$ cat config.mk
export PLATFORM = sky130hd
export DESIGN_NAME = uart_rx_fifo_with_sticky_errors
export DESIGN_NICKNAME = d
export VERILOG_FILES = /design/src/rtl/core/urxf_pkg.sv /design/src/rtl/core/uart_rx_fifo_with_sticky_errors.sv /design/src/rtl/core/urxf_ram.sv /design/src/rtl/core/urxf_ctrl.sv
export VERILOG_INCLUDE_DIRS = /design/src /design/src/rtl/core
export SDC_FILE = /design/constraint.sdc
export NUM_CORES = 1
export LEC_CHECK = 0
export BUFFER_PORTS_ARGS = -buffer_cell sky130_fd_sc_hd__buf_2
export CORE_UTILIZATION = 45
export CTS_CLUSTER_DIAMETER = 50
export DETAILED_ROUTE_END_ITERATION = 7
export PLACE_DENSITY = 0.68
export REMOVE_ABC_BUFFERS = 1
export SLEW_MARGIN = 20
export SYNTH_ARGS = -nofsm -noshare
export SYNTH_HDL_FRONTEND = slang
export SYNTH_SLANG_ARGS = --single-unit
$ cat constraint.sdc
create_clock -name clk -period 3.25 [get_ports clk]
set_clock_uncertainty 0.1 [all_clocks]
set_input_delay 0.325 -clock clk [delete_from_list [all_inputs] [get_ports clk]]
set_output_delay 0.325 -clock clk [all_outputs]
set_load 0.01 [all_outputs]
$ cat src/rtl/core/uart_rx_fifo_with_sticky_errors_assert.svh
// Assertion macros for the UART receive FIFO.
// Needs clk and arst_n in the scope where a macro is used.
`ifndef UART_RX_FIFO_WITH_STICKY_ERRORS_ASSERT_SVH
`define UART_RX_FIFO_WITH_STICKY_ERRORS_ASSERT_SVH

// same-cycle implication
`define URXF_ASSERT_NOW(lbl, ante, cons, msg) \
	lbl: assert property (@(posedge clk) disable iff (!arst_n) (ante) |-> (cons)) \
		else $error(msg);

// implication checked on the following clock edge
`define URXF_ASSERT_NEXT(lbl, ante, cons, msg) \
	lbl: assert property (@(posedge clk) disable iff (!arst_n) (ante) |=> (cons)) \
		else $error(msg);

`endif

$ cat src/rtl/core/urxf_pkg.sv
// Shared types and constants of the UART receive FIFO.
// No dependencies.
package urxf_pkg;

	localparam int DEPTH_DEF = 16;
	localparam int ERR_W     = 4;

	// bit positions in the error set
	localparam int ERR_PARITY_BIT   = 0;
	localparam int ERR_LINE_OVR_BIT = 1;
	localparam int ERR_FRAME_BIT    = 2;
	localparam int ERR_BUF_OVF_BIT  = 3;

	typedef enum logic [1:0] {
		CMD_RECV  = 2'd0,
		CMD_READ  = 2'd1,
		CMD_FETCH = 2'd2
	} cmd_t;

	typedef enum logic [1:0] {
		KIND_ACK    = 2'd0,
		KIND_DATA   = 2'd1,
		KIND_ERRORS = 2'd2,
		KIND_NODATA = 2'd3
	} kind_t;

	typedef struct packed {
		cmd_t       command;
		logic [7:0] rx_byte;
		logic       byte_present;
		logic       parity_error;
		logic       line_overrun;
		logic       frame_error;
	} in_item_t;

	typedef struct packed {
		kind_t            kind;
		logic [7:0]       data_byte;
		logic [ERR_W-1:0] error_flags;
		logic             data_ready;
	} out_item_t;

	// result of one item, minus the byte that the memory supplies
	typedef struct packed {
		kind_t            kind;
		logic [ERR_W-1:0] error_flags;
		logic             data_ready;
	} res_t;

	typedef struct packed {
		logic wr_en;
		logic rd_en;
	} ram_ctl_t;

	typedef struct packed {
		logic empty;
		logic full;
		logic err_pending;
	} ring_stat_t;

endpackage

$ cat src/rtl/core/uart_rx_fifo_with_sticky_errors.sv
// Path: input register, then pointer and error update plus one byte-store access, then
// result register, which takes a result when the output advances. Throughput: one item
// per cycle while the output is not stalled by rsp_ready.
// Reset clears the pointers, the sticky error set and both valid flags; the
// byte store is not cleared and needs no clearing pass.
`include "uart_rx_fifo_with_sticky_errors_assert.svh"
// Top level of the UART receive FIFO with sticky errors.
// Depends on urxf_pkg, urxf_ctrl, urxf_ram and the assertion macro header.
module uart_rx_fifo_with_sticky_errors #(
	parameter int DEPTH = urxf_pkg::DEPTH_DEF
) (
	input  logic                clk,
	input  logic                arst_n,
	input  logic                req_valid,
	output logic                req_ready,
	input  urxf_pkg::in_item_t  req,
	output logic                rsp_valid,
	input  logic                rsp_ready,
	output urxf_pkg::out_item_t rsp
);
	import urxf_pkg::*;

	localparam int AW = $clog2(DEPTH);

	logic          valid_s1, valid_s2;
	in_item_t      item_s1;
	res_t          res, res_s2;
	logic          advance, go;
	ram_ctl_t      ram_ctl;
	logic [AW-1:0] wr_addr, rd_addr;
	logic [7:0]    wr_data, rd_data;
	ring_stat_t    stat;

	assign advance   = !valid_s2 || rsp_ready;
	assign req_ready = !valid_s1 || advance;
	assign go        = valid_s1 && advance;

	always_ff @(posedge clk or negedge arst_n) begin
		if (!arst_n) begin
			valid_s1 <= 1'b0;
			valid_s2 <= 1'b0;
		end else begin
			if (req_ready) begin
				valid_s1 <= req_valid;
			end
			if (advance) begin
				valid_s2 <= valid_s1;
			end
		end
	end

	always_ff @(posedge clk) begin
		if (req_valid && req_ready) begin
			item_s1 <= req;
		end
		if (go) begin
			res_s2 <= res;
		end
	end

	urxf_ctrl #(
		.DEPTH(DEPTH),
		.AW   (AW)
	) u_ctrl (
		.clk    (clk),
		.arst_n (arst_n),
		.go     (go),
		.item   (item_s1),
		.res    (res),
		.ram_ctl(ram_ctl),
		.wr_addr(wr_addr),
		.wr_data(wr_data),
		.rd_addr(rd_addr),
		.stat   (stat)
	);

	// read data lands alongside the result register
	urxf_ram #(
		.DEPTH(DEPTH),
		.AW   (AW)
	) u_ram (
		.clk    (clk),
		.ctl    (ram_ctl),
		.wr_addr(wr_addr),
		.wr_data(wr_data),
		.rd_addr(rd_addr),
		.rd_data(rd_data)
	);

	assign rsp_valid        = valid_s2;
	assign rsp.kind         = res_s2.kind;
	assign rsp.data_byte    = (res_s2.kind == KIND_DATA) ? rd_data : 8'h00;
	assign rsp.error_flags  = res_s2.error_flags;
	assign rsp.data_ready   = res_s2.data_ready;

	`URXF_ASSERT_NOW(a_byte_only_with_data, rsp_valid && rsp.kind != KIND_DATA,
		rsp.data_byte == 8'h00, "data byte set on a non-data result")
	`URXF_ASSERT_NOW(a_flags_only_with_errors, rsp_valid && rsp.kind != KIND_ERRORS,
		rsp.error_flags == '0, "error flags set on a non-error result")
	`URXF_ASSERT_NEXT(a_fetch_clears, go && item_s1.command == CMD_FETCH,
		!stat.err_pending, "sticky errors survived a fetch")
	`URXF_ASSERT_NOW(a_full_not_empty, stat.full, !stat.empty,
		"ring reports full and empty at once")

endmodule

$ cat src/rtl/core/urxf_ram.sv
// Byte store of the receive ring: one write port, one registered read port.
// Depends on urxf_pkg.
module urxf_ram #(
	parameter int DEPTH = urxf_pkg::DEPTH_DEF,
	parameter int AW    = $clog2(DEPTH)
) (
	input  logic               clk,
	input  urxf_pkg::ram_ctl_t ctl,
	input  logic [AW-1:0]      wr_addr,
	input  logic [7:0]         wr_data,
	input  logic [AW-1:0]      rd_addr,
	output logic [7:0]         rd_data
);
	import urxf_pkg::*;

	logic [7:0] mem_q [DEPTH];

	always_ff @(posedge clk) begin
		if (ctl.wr_en) begin
			mem_q[wr_addr] <= wr_data;
		end
		if (ctl.rd_en) begin
			rd_data <= mem_q[rd_addr];
		end
	end

endmodule

$ cat src/rtl/core/urxf_ctrl.sv
// Ring pointers, sticky error set and per-item result decode.
// Depends on urxf_pkg.
module urxf_ctrl #(
	parameter int DEPTH = urxf_pkg::DEPTH_DEF,
	parameter int AW    = $clog2(DEPTH)
) (
	input  logic                 clk,
	input  logic                 arst_n,
	input  logic                 go,
	input  urxf_pkg::in_item_t   item,
	output urxf_pkg::res_t       res,
	output urxf_pkg::ram_ctl_t   ram_ctl,
	output logic [AW-1:0]        wr_addr,
	output logic [7:0]           wr_data,
	output logic [AW-1:0]        rd_addr,
	output urxf_pkg::ring_stat_t stat
);
	import urxf_pkg::*;

	localparam logic [AW-1:0] LAST = AW'(DEPTH - 1);

	logic [AW-1:0]    rd_ptr_q, wr_ptr_q;
	logic [ERR_W-1:0] err_q;
	logic [AW-1:0]    rd_nxt, wr_nxt, rd_inc, wr_inc;
	logic [ERR_W-1:0] err_nxt, line_errs;
	logic             empty, full, wr_en;

	assign rd_inc = (rd_ptr_q == LAST) ? '0 : rd_ptr_q + 1'b1;
	assign wr_inc = (wr_ptr_q == LAST) ? '0 : wr_ptr_q + 1'b1;
	assign empty  = (rd_ptr_q == wr_ptr_q);
	assign full   = (wr_inc == rd_ptr_q);

	always_comb begin
		line_errs                   = '0;
		line_errs[ERR_PARITY_BIT]   = item.parity_error;
		line_errs[ERR_LINE_OVR_BIT] = item.line_overrun;
		line_errs[ERR_FRAME_BIT]    = item.frame_error;
	end

	always_comb begin
		rd_nxt          = rd_ptr_q;
		wr_nxt          = wr_ptr_q;
		err_nxt         = err_q;
		wr_en           = 1'b0;
		res.kind        = KIND_NODATA;
		res.error_flags = '0;
		unique case (item.command)
			CMD_RECV: begin
				res.kind = KIND_ACK;
				err_nxt  = err_q | line_errs;
				if (item.byte_present) begin
					if (full) begin
						err_nxt[ERR_BUF_OVF_BIT] = 1'b1;
					end else begin
						wr_en  = 1'b1;
						wr_nxt = wr_inc;
					end
				end
			end
			CMD_READ: begin
				// pending errors win over data
				if (err_q != '0) begin
					res.kind        = KIND_ERRORS;
					res.error_flags = err_q;
					err_nxt         = '0;
				end else if (!empty) begin
					res.kind = KIND_DATA;
					rd_nxt   = rd_inc;
				end
			end
			CMD_FETCH: begin
				res.kind        = KIND_ERRORS;
				res.error_flags = err_q;
				err_nxt         = '0;
			end
			default: begin
				res.kind = KIND_NODATA;
			end
		endcase
		res.data_ready = (err_nxt != '0) || (rd_nxt != wr_nxt);
	end

	always_ff @(posedge clk or negedge arst_n) begin
		if (!arst_n) begin
			rd_ptr_q <= '0;
			wr_ptr_q <= '0;
			err_q    <= '0;
		end else if (go) begin
			rd_ptr_q <= rd_nxt;
			wr_ptr_q <= wr_nxt;
			err_q    <= err_nxt;
		end
	end

	assign ram_ctl.wr_en = go && wr_en;
	assign ram_ctl.rd_en = go;
	assign wr_addr       = wr_ptr_q;
	assign wr_data       = item.rx_byte;
	assign rd_addr       = rd_ptr_q;

	assign stat.empty       = empty;
	assign stat.full        = full;
	assign stat.err_pending = (err_q != '0);

endmodule
**Yosys cells after proc, flatten, opt, wreduce, memory -nomap -nowiden**

Memories as Yosys holds them, arrays and structs flattened. A register that Yosys moved wholly into a read port is not among the register bits.
Cells that the tools add are included.

- Div/mod/pow operators: 0
- $mul: 0
- Shift operators: 0
- Mux-type cells: 23
- Magnitude comparators: 0
- Eq/ne operators: 8
- Add/subtract/negate cells: 2
- Reduce and logical (&&, ||, !) cells: 11
- Bitwise logic cells: 1

Operator list:

| cell | count |
|---|---|
| 2-to-1 mux 4 bit | 10 |
| one-hot mux 4 bit (3 select lines) | 1 |
| adder 4 x 1 -> 4 bit (second input constant) | 2 |
| == test 4 bit | 2 |
| == test 4 bit (second input constant) | 2 |
| 2-to-1 mux 8 bit | 1 |
| one-hot mux 4 bit (2 select lines) | 1 |
| nonzero test 4 bit | 2 |
| 2-to-1 mux 1 bit | 7 |
| one-hot mux 2 bit (3 select lines) | 1 |
| == test 2 x 1 -> 1 bit (second input constant) | 2 |
| 2-to-1 mux 2 bit | 2 |
| != test 4 bit | 1 |
| OR 4 x 3 -> 4 bit | 1 |
| logical AND 1 bit | 3 |
| logical OR 1 bit | 3 |
| == test 2 bit (second input constant) | 1 |
| logical NOT 1 bit | 2 |
| logical NOT 2 bit | 1 |

- Memory bits (read-only): 0
- Latch bits: 0
- Logic and storage cells: 60
- Memories kept: 1
- Flip-flop bits (word level): 35
- Bits of input ports: 18
- RAM bits: 128

Memory list:

| name | words | width | rd ports | clocked after Yosys merged registers in | wr ports | RTL line | RTL |
|---|---|---|---|---|---|---|---|
| u_ram.mem_q | 16 | 8 | 1 | 1 | 1 | urxf_ram.sv:16 | `logic [7:0] mem_q [DEPTH];` |

**Depth between registers and ports, before layout**

- Depth after elaboration: 9
- Mapped depth: 10
- Depth with buffers taken out: 9

**By module**

From an unflattened synthesis, not the netlist that was laid out.

- Cells, all modules: 410
- Area total of the unflattened synthesis: 7218.2 um2

By module, submodules not included:

| module | cells each | seq. area each (um2) | instances | area each (um2) |
|---|---|---|---|---|
| urxf_ram | 229 | 4083.9 | 1 | 5227.5 |
| urxf_ctrl | 143 | 300.3 | 1 | 1192.4 |
| uart_rx_fifo_with_sticky_errors | 38 | 680.7 | 1 | 798.3 |

**Worst setup path before layout**

OpenSTA, ideal clock, no wires.

- Kind: flip-flop to flip-flop
- Start: register u_ctrl.wr_ptr_q[0] (netlist: u_ctrl.wr_addr[0])
- End: memory u_ram.mem_q[11][0], enable pin
- Clock period less this slack: 2635 ps
- Path buffers: 2
- Arrival time: 2204 ps
- Cell stages (with the launch flop): 10
- Slack: 615 ps
- Cells stage by stage: dfrtp_1 -> ha_1 -> buf_2 -> inv_1 -> a311oi_2 -> xnor2_1 -> o21ai_2 -> nor2_2 -> buf_6 -> and3_1

- Word-level cells in the longest chain between the ends: 9
- Elaborated cells on any way between the ends: 10
- Classes of those cells: add/sub: 1; eq/ne: 2; mux: 6; reduce/logical: 1

RTL lines:

| element | RTL line | RTL |
|---|---|---|
| start, declared | urxf_ctrl.sv:22 | `logic [AW-1:0] rd_ptr_q, wr_ptr_q;` |
| start signal, assigned | urxf_ctrl.sv:90 | `wr_ptr_q <= wr_nxt;` |
| adder 4 x 1 -> 4 bit or == test 4 bit (tied branches) | urxf_ctrl.sv:29 | `assign wr_inc = (wr_ptr_q == LAST) ? '0 : wr_ptr_q + 1'b1;` |
| 2-to-1 mux 4 bit | urxf_ctrl.sv:29 |  |
| == test 4 bit | urxf_ctrl.sv:31 | `assign full = (wr_inc == rd_ptr_q);` |
| 2-to-1 mux 1 bit | urxf_ctrl.sv:52 | `if (full) begin` |
| 2-to-1 mux 1 bit | urxf_ctrl.sv:51 | `if (item.byte_present) begin` |
| 2-to-1 mux 1 bit | urxf_ctrl.sv:47 | `unique case (item.command)` |
| logical AND 1 bit | urxf_ctrl.sv:95 | `assign ram_ctl.wr_en = go && wr_en;` |
| 2-to-1 mux 1 bit | urxf_ram.sv:19 | `if (ctl.wr_en) begin` |
| 2-to-1 mux 1 bit (not written as such) | urxf_ram.sv:20 | `mem_q[wr_addr] <= wr_data;` |
| end, declared | urxf_ram.sv:16 |  |

Several ways; a longest one is shown, not always the timed one.

**Worst setup path in the final report**

- Start: register u_ctrl.wr_ptr_q[0] (netlist: u_ctrl.wr_addr[0])
- End: memory u_ram.mem_q[1][0], enable pin

The elaborated chain is that of the path after synthesis.

==> Flow_metrics.wiki <==
{| class="wikitable"
! Metric !! Value
|-
| Result of the run || finished, final reports clean
|-
| Number of top-level pins || 35
|-
| Core Box Area || about 15,000 sq um
|-
| Total Neg Setup Slack || 0 ns
|-
| Gr ovfl total || 0
|-
| Pre-Repair DR Iteration Count || 5
|-
| Asr flop ratio synth || 0.08187
|-
| Count of distinct cell types in the synthesized netlist || 50
|-
| Total setup violations reported at the end of the flow || 0
|-
| Initial core utilization || 0.4613
|-
| Max Root-Sink Buffers || 2
|-
| Number of gates resized after CTS || 0
|-
| Via total after detailed routing || 3,678
|-
| Clk sink count || 171
|-
| Worst Path Arrival || 2.83 ns
|-
| Die W || 127.1 microns
|-
| Count of synthesis-stage warnings from yosys || 0
|-
| Worst-path maximum fanout || 8
|-
| End point of the critical path || u_ram.mem_q[1][0]$_DFFE_PP_
|-
| Share of final-layout standard cells stronger than drive strength 1 || 0.2845
|-
| Timing-limited maximum frequency || 350.4 MHz
|-
| Worst setup slack before clock tree synthesis || 0.3855 ns
|-
| Post-synth top flop || sky130_fd_sc_hd__edfxtp_1
|-
| Kind of critical path || reg2reg
|-
| Total global-route track usage || 0.1948
|-
| DIE HEIGHT || roughly 130 microns
|-
| Cell type of the slowest stage on the worst timing path || sky130_fd_sc_hd__dfrtp_1
|-
| Number of flops mapped to enable cells by yosys || around 160
|-
| Number of fill cells in the layout || 1,208
|-
| Crit Reg-Reg Startpoint || u_ctrl.wr_addr[0]$_DFFE_PN0P_
|-
| Number of standard-cell rows in the floorplan || 45
|-
| Final Cycle Share || 0.8782
|-
| Static leakage || 2.823 nW
|-
| Placed cell count || 621
|-
| Setup repair after global routing missed its margin || false
|-
| Residual DRC || 0
|-
| Number of storage elements in the synthesis netlist || around 170
|-
| First-pass GRT wire length || 21.85 mm
|-
| Die Area || roughly 16,000 sq um
|-
| Seq/Total Area, Yosys || 0.7195
|-
| Critical Path Start Type || flip-flop
|-
| Final worst hold slack || 0.09161 ns
|-
| Final weighted congestion in routability-driven placement || 0.9031
|-
| Number of hold-slack violations in the final timing report || 0
|-
| DRT iter0 DRCs || around 420
|-
| Port-buffer cells || 34
|-
| Post-DP HPWL || 9.708 mm
|-
| Endpoint type of the worst setup path || flip-flop
|-
| Multi-input combinational cell area || 1876 sq um
|-
| Via count of the first global-routing pass || 3,736
|-
| Power per Cell Area || about 750 nW/um^2
|-
| Worst reg-to-reg path cell count || 7
|-
| Biggest cell delay along the critical path || 0.49 ns
|-
| Clock transition at the registers of the reported paths || 0.07 ns
|-
| Final Worst Setup Slack || 0.3959 ns
|-
| Worst supply voltage drop on vdd || 0.5176 mV
|-
| Post-route insts no fill || around 670
|-
| Final Max Tran Viols || 0
|-
| TritonCTS clock tree || done
|-
| # diodes || 0
|-
| Required time of the critical path || 3.22 ns
|-
| Cell depth of the worst setup path || 7
|-
| Via count normalized by instance count || roughly 5.5
|-
| Number of buffers created by CTS || 17
|-
| Final wirelength || 14.50 mm
|-
| Class of the tightest hold or removal check || in2reg
|-
| CP Launch Point || u_ctrl.wr_addr[0]$_DFFE_PN0P_
|-
| Headroom to the max-slew limit || 0.5156
|-
| Netlist Area Pre-Place || 7039 sq um
|-
| Least-Margin Pin Slew || 0.7265 ns
|-
| Initial antenna violation count || 0
|-
| Clock insertion delay at the later pin of the skew report || 0.42 ns
|-
| Layout net count || 472
|-
| Synthesized netlist cell count || 375
|-
| Critical Path, Cell by Cell || ha_1 > inv_1 > a311oi_2 > xnor2_1 > o21ai_2 > nor4_1 > and2_1
|-
| Routed WL per cell || 21.70 microns
|-
| FF/Latch Area || roughly 5100 sq um
|-
| Bufs and invs on worst path || 1
|-
| # H-tree levels || 4
|-
| End of the worst register-to-register path || u_ram.mem_q[1][0]$_DFFE_PP_
|-
| Signed area change from the synthesized netlist to the final layout || 17.44%
|-
| Worst reg-to-reg setup slack || ~0.4 ns
|-
| Average cell area after synthesis || approximately 19 sq um
|-
| Number of violations of the max-capacitance limit || 0
|-
| Post-route minimum period || about 2.9 ns
|-
| Cell type group with the largest total delay on the critical path || simple AND/OR/NAND/NOR gates
|-
| Maximum number of pins on one net before global-route repair || 28
|-
| Root buffer selected by CTS || sky130_fd_sc_hd__clkbuf_16
|-
| ANT nets after route || 0
|-
| Post-route design area || 8267 sq um
|-
| Dpl cell area || 7538 sq um
|-
| Worst hold stages || 3
|}
[how the worst min path moves through the flow]
stage / start / end / slack, ns
finish: rsp_ready / rsp_valid$_DFFE_PN0P_ / 0.09
global route: rsp_ready / rsp_valid$_DFFE_PN0P_ / 0.09
CTS: req_valid / valid_s1$_DFFE_PN0N_ / 0.01
detailed placement: arst_n / u_ctrl.err_q[1]$_DFFE_PN0P_ / 0.15
global placement: arst_n / u_ctrl.err_q[2]$_DFFE_PN0P_ / 0.15
floorplan: arst_n / rsp_valid$_DFFE_PN0P_ / -0.07
[registers in the layout (all words and copies together), names as in the netlist]
signal and cells:
u_ram.mem_q 128, item_s1 14, u_ram.rd_data 8, rsp 7
u_ctrl.err_q 4, u_ctrl.rd_addr 4, u_ctrl.wr_addr 4, rsp_valid 1
valid_s1 1
[repair_timing]
item | in CTS | in global routing
setup buffers | 0 | 0
hold buffers | 15 | 1
hold endpoints to repair | 28 | 1
[synth_stat cells, drive strengths merged, types with 6 or more instances]
library cell	n	share of area
buf	7	0.0060
edfxtp	157	0.67
dfrtp	14	0.050
mux4	40	0.13
nor2	10	0.0057
o21ai	7	0.0055
nand2	18	0.0096
xnor2	8	0.010
xor2	6	0.0075
ha	9	0.016
and2	19	0.017
clkbuf	9	0.0048
inv	6	0.0032
a21oi	11	0.0084
and3	8	0.0071
[per-layer routing]
metal	GRT usage	share of wire	routed length, microns
met2	0.3045	0.49	7106
met5	0	0	0
met3	0.06156	0.069	1007
met1	0.2587	0.42	6151
met4	0.07143	0.016	230
[cell usage in the layout, fill, tap and decap left out, types with 10 or more instances in the layout]
cell | Yosys | routed
sky130_fd_sc_hd__mux4_2 | 40 | 40
sky130_fd_sc_hd__a21oi_1 | 10 | 10
sky130_fd_sc_hd__edfxtp_1 | 157 | 157
sky130_fd_sc_hd__dlygate4sd3_1 | 0 | 16
sky130_fd_sc_hd__dfrtp_1 | 14 | 13
sky130_fd_sc_hd__clkbuf_16 | 0 | 17
sky130_fd_sc_hd__buf_4 | 1 | 16
sky130_fd_sc_hd__and2_1 | 19 | 19
sky130_fd_sc_hd__nand2_1 | 18 | 18
sky130_fd_sc_hd__buf_2 | 4 | 34
[area by class of cell]
type,count,share of cell area
Clock buffer,17,0.05146
Inverter,6,0.002724
Sequential cell,171,0.6128
Clock inverter,14,0.01725
Multi-Input combinational cell,182,0.2269
Timing Repair Buffer,67,0.05691
Tap cell,211,0.03194
[power by group]
part / switching, W / leakage (nW) / internal (W) / total (W)
registers: 0.000128 / 1.60 / 0.00254 / 0.00267
clock network: 0.000820 / 0.278 / 0.00113 / 0.00195
logic: 0.000813 / 0.945 / 0.000731 / 0.00154
total: 0.00176 / 2.82 / 0.00440 / 0.00617
[stage by stage]
stage	util	power, W
2_1_floorplan	-	0.003749
3_3_place_gp	0.4941	0.004231
3_5_place_dp	0.4941	0.004251
4_1_cts	0.5411	0.006191
5_1_grt	0.5418	0.006403
6_report	0.5418	0.006165
[tightest hold or removal path, cell delays in order]
cell and delay [ns]:
sky130_fd_sc_hd__buf_2 0.08, sky130_fd_sc_hd__nand2b_1 0.11, sky130_fd_sc_hd__nand2b_1 0.06
[cell families after synthesis]
family,count (synthesis),synth area share
DFF,171,0.7195
and+or+nand+nor,84,0.06826
muxes,43,0.1324
AOI/OAI and AO/OA,31,0.02915
buffers and inverters,22,0.01404
xor gates and xnor gates,15,0.02062
adders and majority gates,9,0.01600
(Power assumes the default switching activity.)
